<file path="src/hdl/sdfc_pkg.sv">
// shared constants and codes for the sdf csg combiner
// no dependencies; imported by sdf_csg_combiner and sdfc_isqrt_pipe
package sdfc_pkg;

  // default fixed point format, Q3.12
  localparam int FRAC_BITS_DEF  = 12;
  localparam int DIST_WIDTH_DEF = 16;

  // radius registers
  localparam int RADIUS_W = 12;
  localparam logic [RADIUS_W-1:0] CHAMFER_RADIUS_RST = 12'd205;
  localparam logic [RADIUS_W-1:0] ROUND_RADIUS_RST   = 12'd410;

  // sqrt(0.5) in Q0.32, rounded
  localparam logic [63:0] HALF_ROOT_Q32 = 64'd3037000500;

  // the root pipeline needs at least this many result bits
  localparam int ROOT_W_MIN = 2;

  typedef enum logic [2:0] {
    OP_UNION     = 3'd0,
    OP_CHAMFER   = 3'd1,
    OP_ROUND     = 3'd2,
    OP_INTERSECT = 3'd3,
    OP_SUBTRACT  = 3'd4
  } sdfc_op_t;

  typedef enum logic [0:0] {
    REG_CHAMFER_RADIUS = 1'b0,
    REG_ROUND_RADIUS   = 1'b1
  } sdfc_reg_t;

endpackage

</file>
<file path="src/hdl/sdfc_isqrt_pipe.sv">
// pipelined floor square root, one result bit per stage, with a side payload
// depends on sdfc_pkg
module sdfc_isqrt_pipe #(
  parameter int ROOT_W = 14,
  parameter int PAY_W  = 1
) (
  input  logic                  clk,
  input  logic                  rst,
  input  logic                  in_valid,
  output logic                  in_stall,
  input  logic [2*ROOT_W-1:0]   rad_in,
  input  logic [PAY_W-1:0]      pay_in,
  output logic                  out_valid,
  input  logic                  out_stall,
  output logic [ROOT_W-1:0]     root_out,
  output logic [PAY_W-1:0]      pay_out
);
  import sdfc_pkg::*;

  localparam int RAD_W = 2 * ROOT_W;

  logic [ROOT_W-1:0] vld_q;
  logic [ROOT_W-1:0] go;
  logic [ROOT_W-1:0] root_q [ROOT_W];
  logic [PAY_W-1:0]  pay_q  [ROOT_W];
  // remainder and unused radicand bits are not needed after the last stage
  logic [ROOT_W:0]   rem_q  [ROOT_W-1];
  logic [RAD_W-1:0]  rad_q  [ROOT_W-1];

  assign in_stall  = !go[0];
  assign out_valid = vld_q[ROOT_W-1];
  assign root_out  = root_q[ROOT_W-1];
  assign pay_out   = pay_q[ROOT_W-1];

  genvar s;
  generate
    for (s = 0; s < ROOT_W; s++) begin : g_stage
      logic              prev_vld;
      logic [ROOT_W:0]   prev_rem;
      logic [ROOT_W-1:0] prev_root;
      logic [RAD_W-1:0]  prev_rad;
      logic [PAY_W-1:0]  prev_pay;
      logic [ROOT_W+1:0] shifted;
      logic [ROOT_W+1:0] trial;
      logic              fits;
      logic [ROOT_W+1:0] rem_next;
      logic [ROOT_W-1:0] root_next;

      if (s == 0) begin : g_first
        assign prev_vld  = in_valid;
        assign prev_rem  = '0;
        assign prev_root = '0;
        assign prev_rad  = rad_in;
        assign prev_pay  = pay_in;
      end else begin : g_next
        assign prev_vld  = vld_q[s-1];
        assign prev_rem  = rem_q[s-1];
        assign prev_root = root_q[s-1];
        assign prev_rad  = rad_q[s-1];
        assign prev_pay  = pay_q[s-1];
      end

      if (s == ROOT_W - 1) begin : g_go_last
        assign go[s] = !vld_q[s] || !out_stall;
      end else begin : g_go_mid
        assign go[s] = !vld_q[s] || go[s+1];
      end

      // bring down two radicand bits and try root*4+1
      always_comb begin
        shifted   = {prev_rem[ROOT_W-1:0], prev_rad[RAD_W-1 -: 2]};
        trial     = {prev_root, 2'b01};
        fits      = (shifted >= trial);
        rem_next  = fits ? (shifted - trial) : shifted;
        root_next = {prev_root[ROOT_W-2:0], fits};
      end

      always_ff @(posedge clk) begin
        if (rst) begin
          vld_q[s] <= 1'b0;
        end else if (go[s]) begin
          vld_q[s] <= prev_vld;
        end
      end

      always_ff @(posedge clk) begin
        if (go[s]) begin
          root_q[s] <= root_next;
          pay_q[s]  <= prev_pay;
        end
      end

      if (s < ROOT_W - 1) begin : g_carry
        always_ff @(posedge clk) begin
          if (go[s]) begin
            rem_q[s] <= rem_next[ROOT_W:0];
            rad_q[s] <= {prev_rad[RAD_W-3:0], 2'b00};
          end
        end
      end else begin : g_tail
        // final remainder is dropped; only the floor of the root matters
        logic unused_rem;
        assign unused_rem = ^rem_next;
      end
    end
  endgenerate

endmodule

</file>
<file path="src/hdl/sdf_csg_combiner.sv">
// top level of the sdf csg combiner: operand decode, chamfer product, squares,
// root pipeline and saturating output register; depends on sdfc_pkg, sdfc_isqrt_pipe
//
// Combines two signed distance samples (Q3.12 by default) under union, chamfer
// union, rounded union, intersection or subtraction. One item is accepted per
// clock while in_stall is low; results come back in order. The floor square
// root of the rounded union is a pipeline that produces one root bit per stage,
// with a root width of ROOT_W = max(DIST_WIDTH, 13) + 1. An invalid sample acts
// like a NaN: it drops out of min and max, and both samples invalid (or an op
// code above 4) gives out_valid 0 with dist_out 0. Radii are written through
// wr_en, wr_index and wr_data; the user must write them only while no item is in
// flight, as the block does not enforce it. Every result saturates to DIST_WIDTH.
module sdf_csg_combiner #(
  parameter int FRAC_BITS  = sdfc_pkg::FRAC_BITS_DEF,
  parameter int DIST_WIDTH = sdfc_pkg::DIST_WIDTH_DEF
) (
  input  logic                          clk,
  input  logic                          rst,
  // configuration write port
  input  logic                          wr_en,
  input  logic                          wr_index,
  input  logic [sdfc_pkg::RADIUS_W-1:0] wr_data,
  // item input
  input  logic                          in_valid,
  output logic                          in_stall,
  input  logic [2:0]                    op,
  input  logic signed [DIST_WIDTH-1:0]  dist_a,
  input  logic                          a_valid,
  input  logic signed [DIST_WIDTH-1:0]  dist_b,
  input  logic                          b_valid,
  // item output
  output logic                          res_valid,
  input  logic                          res_stall,
  output logic signed [DIST_WIDTH-1:0]  dist_out,
  output logic                          out_valid
);
  import sdfc_pkg::*;

  // headroom: radius is 12 bits, so work in at least 13 bits
  localparam int HW      = (DIST_WIDTH > RADIUS_W + 1) ? DIST_WIDTH : RADIUS_W + 1;
  localparam int EXT_W   = HW + 2;            // a + b - r, -b, a, b
  localparam int PROD_W  = EXT_W + FRAC_BITS + 1;
  localparam int CAND_W  = PROD_W - FRAC_BITS;
  localparam int BASE_W  = CAND_W;
  localparam int SQ_W    = 2 * HW;
  localparam int ROOT_W  = HW + 1;
  localparam int RAD_W   = 2 * ROOT_W;
  localparam int DIFF_W  = HW + 4;
  localparam int PAY_W   = BASE_W + 1;

  // sqrt(0.5) scaled by 2^FRAC_BITS, rounded
  localparam logic [63:0] K_FULL =
    (HALF_ROOT_Q32 * (64'd1 << FRAC_BITS) + 64'h8000_0000) >> 32;
  localparam logic [FRAC_BITS-1:0] CHAMFER_K = K_FULL[FRAC_BITS-1:0];

  localparam logic [PROD_W-1:0] ROUND_HALF =
    {{(PROD_W-FRAC_BITS){1'b0}}, 1'b1, {(FRAC_BITS-1){1'b0}}};
  localparam logic signed [DIFF_W-1:0] SAT_HI =
    {{(DIFF_W-DIST_WIDTH+1){1'b0}}, {(DIST_WIDTH-1){1'b1}}};
  localparam logic signed [DIFF_W-1:0] SAT_LO =
    {{(DIFF_W-DIST_WIDTH+1){1'b1}}, {(DIST_WIDTH-1){1'b0}}};

  // radius registers
  logic [RADIUS_W-1:0] chamfer_radius;
  logic [RADIUS_W-1:0] round_radius;

  always_ff @(posedge clk) begin
    if (rst) begin
      chamfer_radius <= CHAMFER_RADIUS_RST;
      round_radius   <= ROUND_RADIUS_RST;
    end else if (wr_en) begin
      case (sdfc_reg_t'(wr_index))
        REG_CHAMFER_RADIUS: chamfer_radius <= wr_data;
        REG_ROUND_RADIUS:   round_radius   <= wr_data;
        default: ;
      endcase
    end
  end

  logic signed [EXT_W-1:0] cr_ext;
  logic signed [EXT_W-1:0] rr_ext;
  assign cr_ext = $signed({{(EXT_W-RADIUS_W){1'b0}}, chamfer_radius});
  assign rr_ext = $signed({{(EXT_W-RADIUS_W){1'b0}}, round_radius});

  // stage handshake: a stage loads when it is empty or the next one moves
  logic v1, v2, v3;
  logic go1, go2, go3;
  logic root_in_stall;
  logic root_out_valid;
  logic go_out;

  assign go_out   = !res_valid || !res_stall;
  assign go3      = !v3 || !root_in_stall;
  assign go2      = !v2 || go3;
  assign go1      = !v1 || go2;
  assign in_stall = !go1;

  // ---------------------------------------------------------------- stage 1
  // pick min/max per op, chamfer sum, rounded union clearances
  logic signed [EXT_W-1:0] a_ext, b_ext, negb;
  logic signed [EXT_W-1:0] mn, mx, sub;
  logic signed [EXT_W-1:0] base_next, sum_next;
  logic signed [EXT_W-1:0] dx, dy;
  logic [HW-1:0]           ux_next, uy_next;
  logic                    both;
  logic                    ok_next, cham_next, rnd_next;

  always_comb begin
    a_ext = EXT_W'(dist_a);
    b_ext = EXT_W'(dist_b);
    negb  = -b_ext;
    both  = a_valid && b_valid;
    mn    = both ? ((a_ext < b_ext) ? a_ext : b_ext) : (a_valid ? a_ext : b_ext);
    mx    = both ? ((a_ext > b_ext) ? a_ext : b_ext) : (a_valid ? a_ext : b_ext);
    sub   = both ? ((a_ext > negb) ? a_ext : negb) : (a_valid ? a_ext : negb);
    sum_next = a_ext + b_ext - cr_ext;
    dx    = rr_ext - a_ext;
    dy    = rr_ext - b_ext;

    ok_next   = a_valid || b_valid;
    cham_next = 1'b0;
    rnd_next  = 1'b0;
    base_next = '0;
    case (sdfc_op_t'(op))
      OP_UNION:     base_next = mn;
      OP_CHAMFER: begin
        base_next = mn;
        cham_next = both;
      end
      OP_ROUND: begin
        base_next = mn;
        rnd_next  = 1'b1;
      end
      OP_INTERSECT: base_next = mx;
      OP_SUBTRACT:  base_next = sub;
      default:      ok_next   = 1'b0;
    endcase

    // invalid samples, samples not below the round radius and other ops contribute a zero clearance term
    ux_next = (rnd_next && a_valid && (rr_ext > a_ext)) ? dx[HW-1:0] : '0;
    uy_next = (rnd_next && b_valid && (rr_ext > b_ext)) ? dy[HW-1:0] : '0;
  end

  logic                    ok1, cham1, rnd1;
  logic signed [EXT_W-1:0] base1, sum1;
  logic [HW-1:0]           ux1, uy1;

  always_ff @(posedge clk) begin
    if (rst) begin
      v1 <= 1'b0;
    end else if (go1) begin
      v1 <= in_valid;
    end
  end

  always_ff @(posedge clk) begin
    if (go1) begin
      ok1   <= ok_next;
      cham1 <= cham_next;
      rnd1  <= rnd_next;
      base1 <= base_next;
      sum1  <= sum_next;
      ux1   <= ux_next;
      uy1   <= uy_next;
    end
  end

  // ---------------------------------------------------------------- stage 2
  // chamfer product, the two squares, max against the round radius
  logic signed [PROD_W-1:0] prod_next;
  logic [SQ_W-1:0]          sqx_next, sqy_next;
  logic signed [EXT_W-1:0]  base2_next;

  always_comb begin
    prod_next  = PROD_W'(sum1) * PROD_W'($signed({1'b0, CHAMFER_K}));
    sqx_next   = SQ_W'(ux1) * SQ_W'(ux1);
    sqy_next   = SQ_W'(uy1) * SQ_W'(uy1);
    base2_next = (rnd1 && (rr_ext > base1)) ? rr_ext : base1;
  end

  logic                     ok2, cham2;
  logic signed [PROD_W-1:0] prod2;
  logic [SQ_W-1:0]          sqx2, sqy2;
  logic signed [EXT_W-1:0]  base2;

  always_ff @(posedge clk) begin
    if (rst) begin
      v2 <= 1'b0;
    end else if (go2) begin
      v2 <= v1;
    end
  end

  always_ff @(posedge clk) begin
    if (go2) begin
      ok2   <= ok1;
      cham2 <= cham1;
      prod2 <= prod_next;
      sqx2  <= sqx_next;
      sqy2  <= sqy_next;
      base2 <= base2_next;
    end
  end

  // ---------------------------------------------------------------- stage 3
  // round the chamfer product to nearest, take the min, sum the squares
  logic signed [PROD_W-1:0] prod_rnd, prod_shr;
  logic signed [CAND_W-1:0] cand;
  logic signed [BASE_W-1:0] base2_w;
  logic signed [BASE_W-1:0] base3_next;
  logic [RAD_W-1:0]         rad_next;

  always_comb begin
    prod_rnd   = prod2 + $signed(ROUND_HALF);
    prod_shr   = prod_rnd >>> FRAC_BITS;
    cand       = prod_shr[CAND_W-1:0];
    base2_w    = BASE_W'(base2);
    base3_next = (cham2 && (cand < base2_w)) ? cand : base2_w;
    rad_next   = RAD_W'(sqx2) + RAD_W'(sqy2);
  end

  logic                     ok3;
  logic signed [BASE_W-1:0] base3;
  logic [RAD_W-1:0]         rad3;

  always_ff @(posedge clk) begin
    if (rst) begin
      v3 <= 1'b0;
    end else if (go3) begin
      v3 <= v2;
    end
  end

  always_ff @(posedge clk) begin
    if (go3) begin
      ok3   <= ok2;
      base3 <= base3_next;
      rad3  <= rad_next;
    end
  end

  // ------------------------------------------------------- root pipeline
  logic [ROOT_W-1:0] root;
  logic [PAY_W-1:0]  pay_out;

  sdfc_isqrt_pipe #(
    .ROOT_W (ROOT_W),
    .PAY_W  (PAY_W)
  ) u_isqrt (
    .clk       (clk),
    .rst       (rst),
    .in_valid  (v3),
    .in_stall  (root_in_stall),
    .rad_in    (rad3),
    .pay_in    ({ok3, base3}),
    .out_valid (root_out_valid),
    .out_stall (!go_out),
    .root_out  (root),
    .pay_out   (pay_out)
  );

  // ------------------------------------------------------- output register
  // subtract the root (zero for every op but rounded union) and saturate
  logic                     ok_f;
  logic signed [BASE_W-1:0] base_f;
  logic signed [DIFF_W-1:0] diff;
  logic signed [DIFF_W-1:0] sat;

  always_comb begin
    ok_f   = pay_out[PAY_W-1];
    base_f = $signed(pay_out[BASE_W-1:0]);
    diff   = DIFF_W'(base_f) - $signed({{(DIFF_W-ROOT_W){1'b0}}, root});
    if (diff > SAT_HI) begin
      sat = SAT_HI;
    end else if (diff < SAT_LO) begin
      sat = SAT_LO;
    end else begin
      sat = diff;
    end
  end

  always_ff @(posedge clk) begin
    if (rst) begin
      res_valid <= 1'b0;
    end else if (go_out) begin
      res_valid <= root_out_valid;
    end
  end

  always_ff @(posedge clk) begin
    if (go_out) begin
      dist_out  <= ok_f ? sat[DIST_WIDTH-1:0] : '0;
      out_valid <= ok_f;
    end
  end

endmodule
</file>
<file path="config.mk">
export PLATFORM = sky130hd
export DESIGN_NAME = sdf_csg_combiner
export DESIGN_NICKNAME = d
export VERILOG_FILES = /design/src/hdl/sdfc_pkg.sv /design/src/hdl/sdfc_isqrt_pipe.sv /design/src/hdl/sdf_csg_combiner.sv
export SDC_FILE = /design/constraint.sdc
export NUM_CORES = 2
export LEC_CHECK = 0
export BUFFER_PORTS_ARGS = -buffer_cell sky130_fd_sc_hd__buf_2
export CORE_MARGIN = 2
export CORE_UTILIZATION = 40
export DETAILED_ROUTE_END_ITERATION = 7
export GPL_TIMING_DRIVEN = 0
export PLACE_DENSITY_LB_ADDON = 0.12
export SYNTH_ARGS = -nofsm -noshare
export SYNTH_HDL_FRONTEND = slang
export SYNTH_SLANG_ARGS = --single-unit
</file>
<file path="constraint.sdc">
create_clock -name clk -period 10.3 [get_ports clk]
set_clock_uncertainty 0.15 [all_clocks]
set_input_delay 1.03 -clock clk [delete_from_list [all_inputs] [get_ports clk]]
set_output_delay 1.03 -clock clk [all_outputs]
set_load 0.02 [all_outputs]
</file>
==> impl_metrics.toml <==
[place]
post-place-cells = 8464
portBuffers = 71
place_hpwl_um = 119000
gp_congestion = 0.889

[timing]
period_needed_ps = 8190
min_period_over_period_pct = 79.5
worst_slew_pin_slew_ps = 981
rsz0062_at_grt = "no"
whs_ps = 232
slew_headroom_pct = 33.7
hold_viol = 0
fmax_mhz = 122
setup_viol = 0
finalMaxSlewViolations = 0

[clock_network]
ctsLongestPathBuffers = 3
clkTransAtPathRegs_ps = 60
post_cts_resized = 0
cts_tree = "built"
clock_latency_ps = 790
ctsHtreeMaxLevel = 4
post_cts_buffers = 0
holdBufCountCts = 0
root_buffer = "clkbuf_16"
clkSinkCount = 1301
cts_made_buffers = 142

[power_and_ir_drop]
power_density_nw_per_um2 = 222
peakVddDrop_v = 0.000598
leakage_nw = 37.0

[setup_path]
worstSetupPathType = "flip-flop to flip-flop"
crit_fanout = 10
slowest_delay_ps = 580
r2r_slack_ps = 2110
reg2reg_depth = 24
regToRegEndpoint = "sqy2[28]"
cp_cell_sequence = "clkbuf_1, clkbuf_1, nand2_1, fa_1, inv_1, fa_1, inv_1, fa_1, inv_1, fa_1, fa_1, inv_1, fa_1, inv_1, ha_1, or3_1, a211oi_1, nor3_1, a221oi_1, o21ai_0, a31oi_1, o21bai_1, a21oi_1, xnor2_1"
cp-start-kind = "flip-flop"
critPathCaptureType = "flip-flop"
cp.arrival_ps = 8540
cp_data_required_time_ps = 10650
cpMaxStageDelayCell = "clkbuf_1"
startpoint = "uy1[5]"
worst_path_most_repeated_cell = "fa_1"
setup.worst_path.end = "sqy2[28]"
r2r-start = "uy1[5]"

[synth]
synthCells = 5909
muxShareOfSynthArea_pct = 1.14
synth.net_count = 6956
ys_types = 85
synth_area_per_cell_sq_um = 12.5
yosys.area_share.simple_pct = 8.71
synth-async-reset-ratio_pct = 0
synth_seq_cells = 1301
synth_ff_type = "edfxtp_1"
synthXorXnorAreaFrac_pct = 4.11
seq_area_frac_synth_pct = 52.4
ys_warn_count = 0
synthesis.area_sq_um = 73700
synth_top_family_by_area = "adder cells"
synthAdderAreaFrac_pct = 20.8
synth_compound_area_share_pct = 7.63
synth-edff-count = 1256

[detailed_routing]
avgRoutedWirePerCell_um = 17.4
met1_length_um = 66000
viasPerCell = 4.90
wl_met2_um = 76700
routed_wl_um = 152000
maxUsedRoutingLayer = "met5"
wl_met3_um = 5080
drc = 0
num_vias = 42700
drt_pre_antenna_iters = 5
drt_iter0_drc = 2223
ant_nets = 0

[layout]
fin_cells = 8722
final_cell_mix = "1,256 x edfxtp_1, 909 x inv_1, 601 x ha_1, 391 x fa_1, 370 x nand2_1"
syn_to_final_growth_pct = 11.7
drive_above_1_share_pct = 6.78
nets = 7191
layout_commonest_cell = "edfxtp_1"

[hold_path]
hp-class = "flip-flop to flip-flop"
hold_path_depth = 0

[global_route]
grt_pass1_wl_um = 245000
grt_pass1_vias = 44600
grt.total_usage_pct = 16.6
antenna_found_initial = 2
grt_remaining_overflow = 0
grt_start_max_net_pins = 69

[outcome]
run_status = "finished clean"

[floorplan]
die_area_sq_um = 188000
die_x_um = 433
initial_core_util_pct = 40.3
boundaryPins = 74
rows = 157
core-area_sq_um = 183000
die_y_um = 433

[run]
cap_viol_max_count = 0
-- through the flow --
stage	total power [mW]	setup TNS, ps	instance area, sq um	worst slack [ps]	utilization, %
detailed placement	13.4	0	77700	2100	42.4
CTS	18.6	0	82300	2070	45.0
global placement	13.3	-119810	77100	-1130	42.1
floorplan	12.0	0	73700	1770	-
finish	18.3	0	82300	2110	45.0
global route	19.7	0	82300	1700	45.0
-- worst max-delay path: cells and delay by family, from the launching register on --
| family | cells | cell delay (ps) |
|---|---|---|
| xor gates and xnor gates | 1 | 80 |
| AOI/OAI and AO/OA | 6 | 1860 |
| and+or+nand+nor | 3 | 710 |
| adders and majority gates | 7 | 3350 |
| DFF | 1 | 380 |
| buffers and inverters | 7 | 1400 |
-- metal layers --
layer | track usage (%) | vias to the layer above
li1 | - | 21000
met1 | 20.8 | 20900
met2 | 29.5 | 598
met3 | 2.50 | 247
met4 | 5.04 | 4
met5 | 0 | -
-- cells in the mapped netlist (45+ instances only) --
cell	instances	area, sq um
edfxtp_1	1256	37700
inv_1	917	3440
ha_1	601	7520
fa_1	391	7830
nand2_1	376	1410
nor2_1	309	1160
a21oi_1	255	1280
xnor2_1	227	1990
o21ai_0	163	816
xor2_1	119	1040
a21o_1	112	841
nor3_1	110	551
and2_1	105	657
clkbuf_1	84	315
nand3_1	75	375
o21a_1	72	541
nor2b_1	64	400
mux2_2	62	698
nand2b_1	59	369
dfxtp_1	45	901
-- sequential cells by signal (all words and copies together) (netlist names), 20 cells and up --
register	count
u_isqrt.rem_q	248
u_isqrt.pay_q	340
rad3	33
u_isqrt.root_q	153
sqx2	31
u_isqrt.rad_q	272
prod2	20
sqy2	31
-- area by class of cell --
cell class | instances | area, sq um
fillers | 16800 | 101000
multi-input cells | 3598 | 31400
clock buffers | 181 | 3730
repair buffers | 91 | 788
inverters | 917 | 3440
diodes | 2 | 5.00
clock inverters | 75 | 955
plain buffers | 93 | 367
well taps | 2464 | 3080
flip-flops and latches | 1301 | 38600
-- cell families after synthesis --
logic type | Yosys count
flip-flops | 1301
multiplexers | 76
AND/OR/NAND/NOR | 1313
adder cells (fa/ha/maj) | 992
AO/OA/AOI/OAI | 870
XOR/XNOR | 346
buffers and inverters | 1010
other | 1
-- where the power goes --
part | switching, mW | internal (mW) | leakage (nW)
Clock | 2.13 | 2.89 | 2.26
Sequential | 0.425 | 6.93 | 14.2
Combinational | 3.21 | 2.71 | 20.5
-- how the worst min path moves through the flow --
stage	from	endpoint	slack (ps)
after floorplan	cham1	cham2	250
after global placement	u_isqrt.rad_q[0][60]	u_isqrt.rad_q[0][94]	250
after detailed placement	base3[10]	u_isqrt.pay_q[0][10]	250
after CTS	u_isqrt.rad_q[0][54]	u_isqrt.rad_q[0][88]	230
after global routing	base3[7]	u_isqrt.pay_q[0][7]	250
final	u_isqrt.rad_q[0][124]	u_isqrt.rad_q[1][30]	230
No activity file was read; power rests on OpenSTA's default activity.
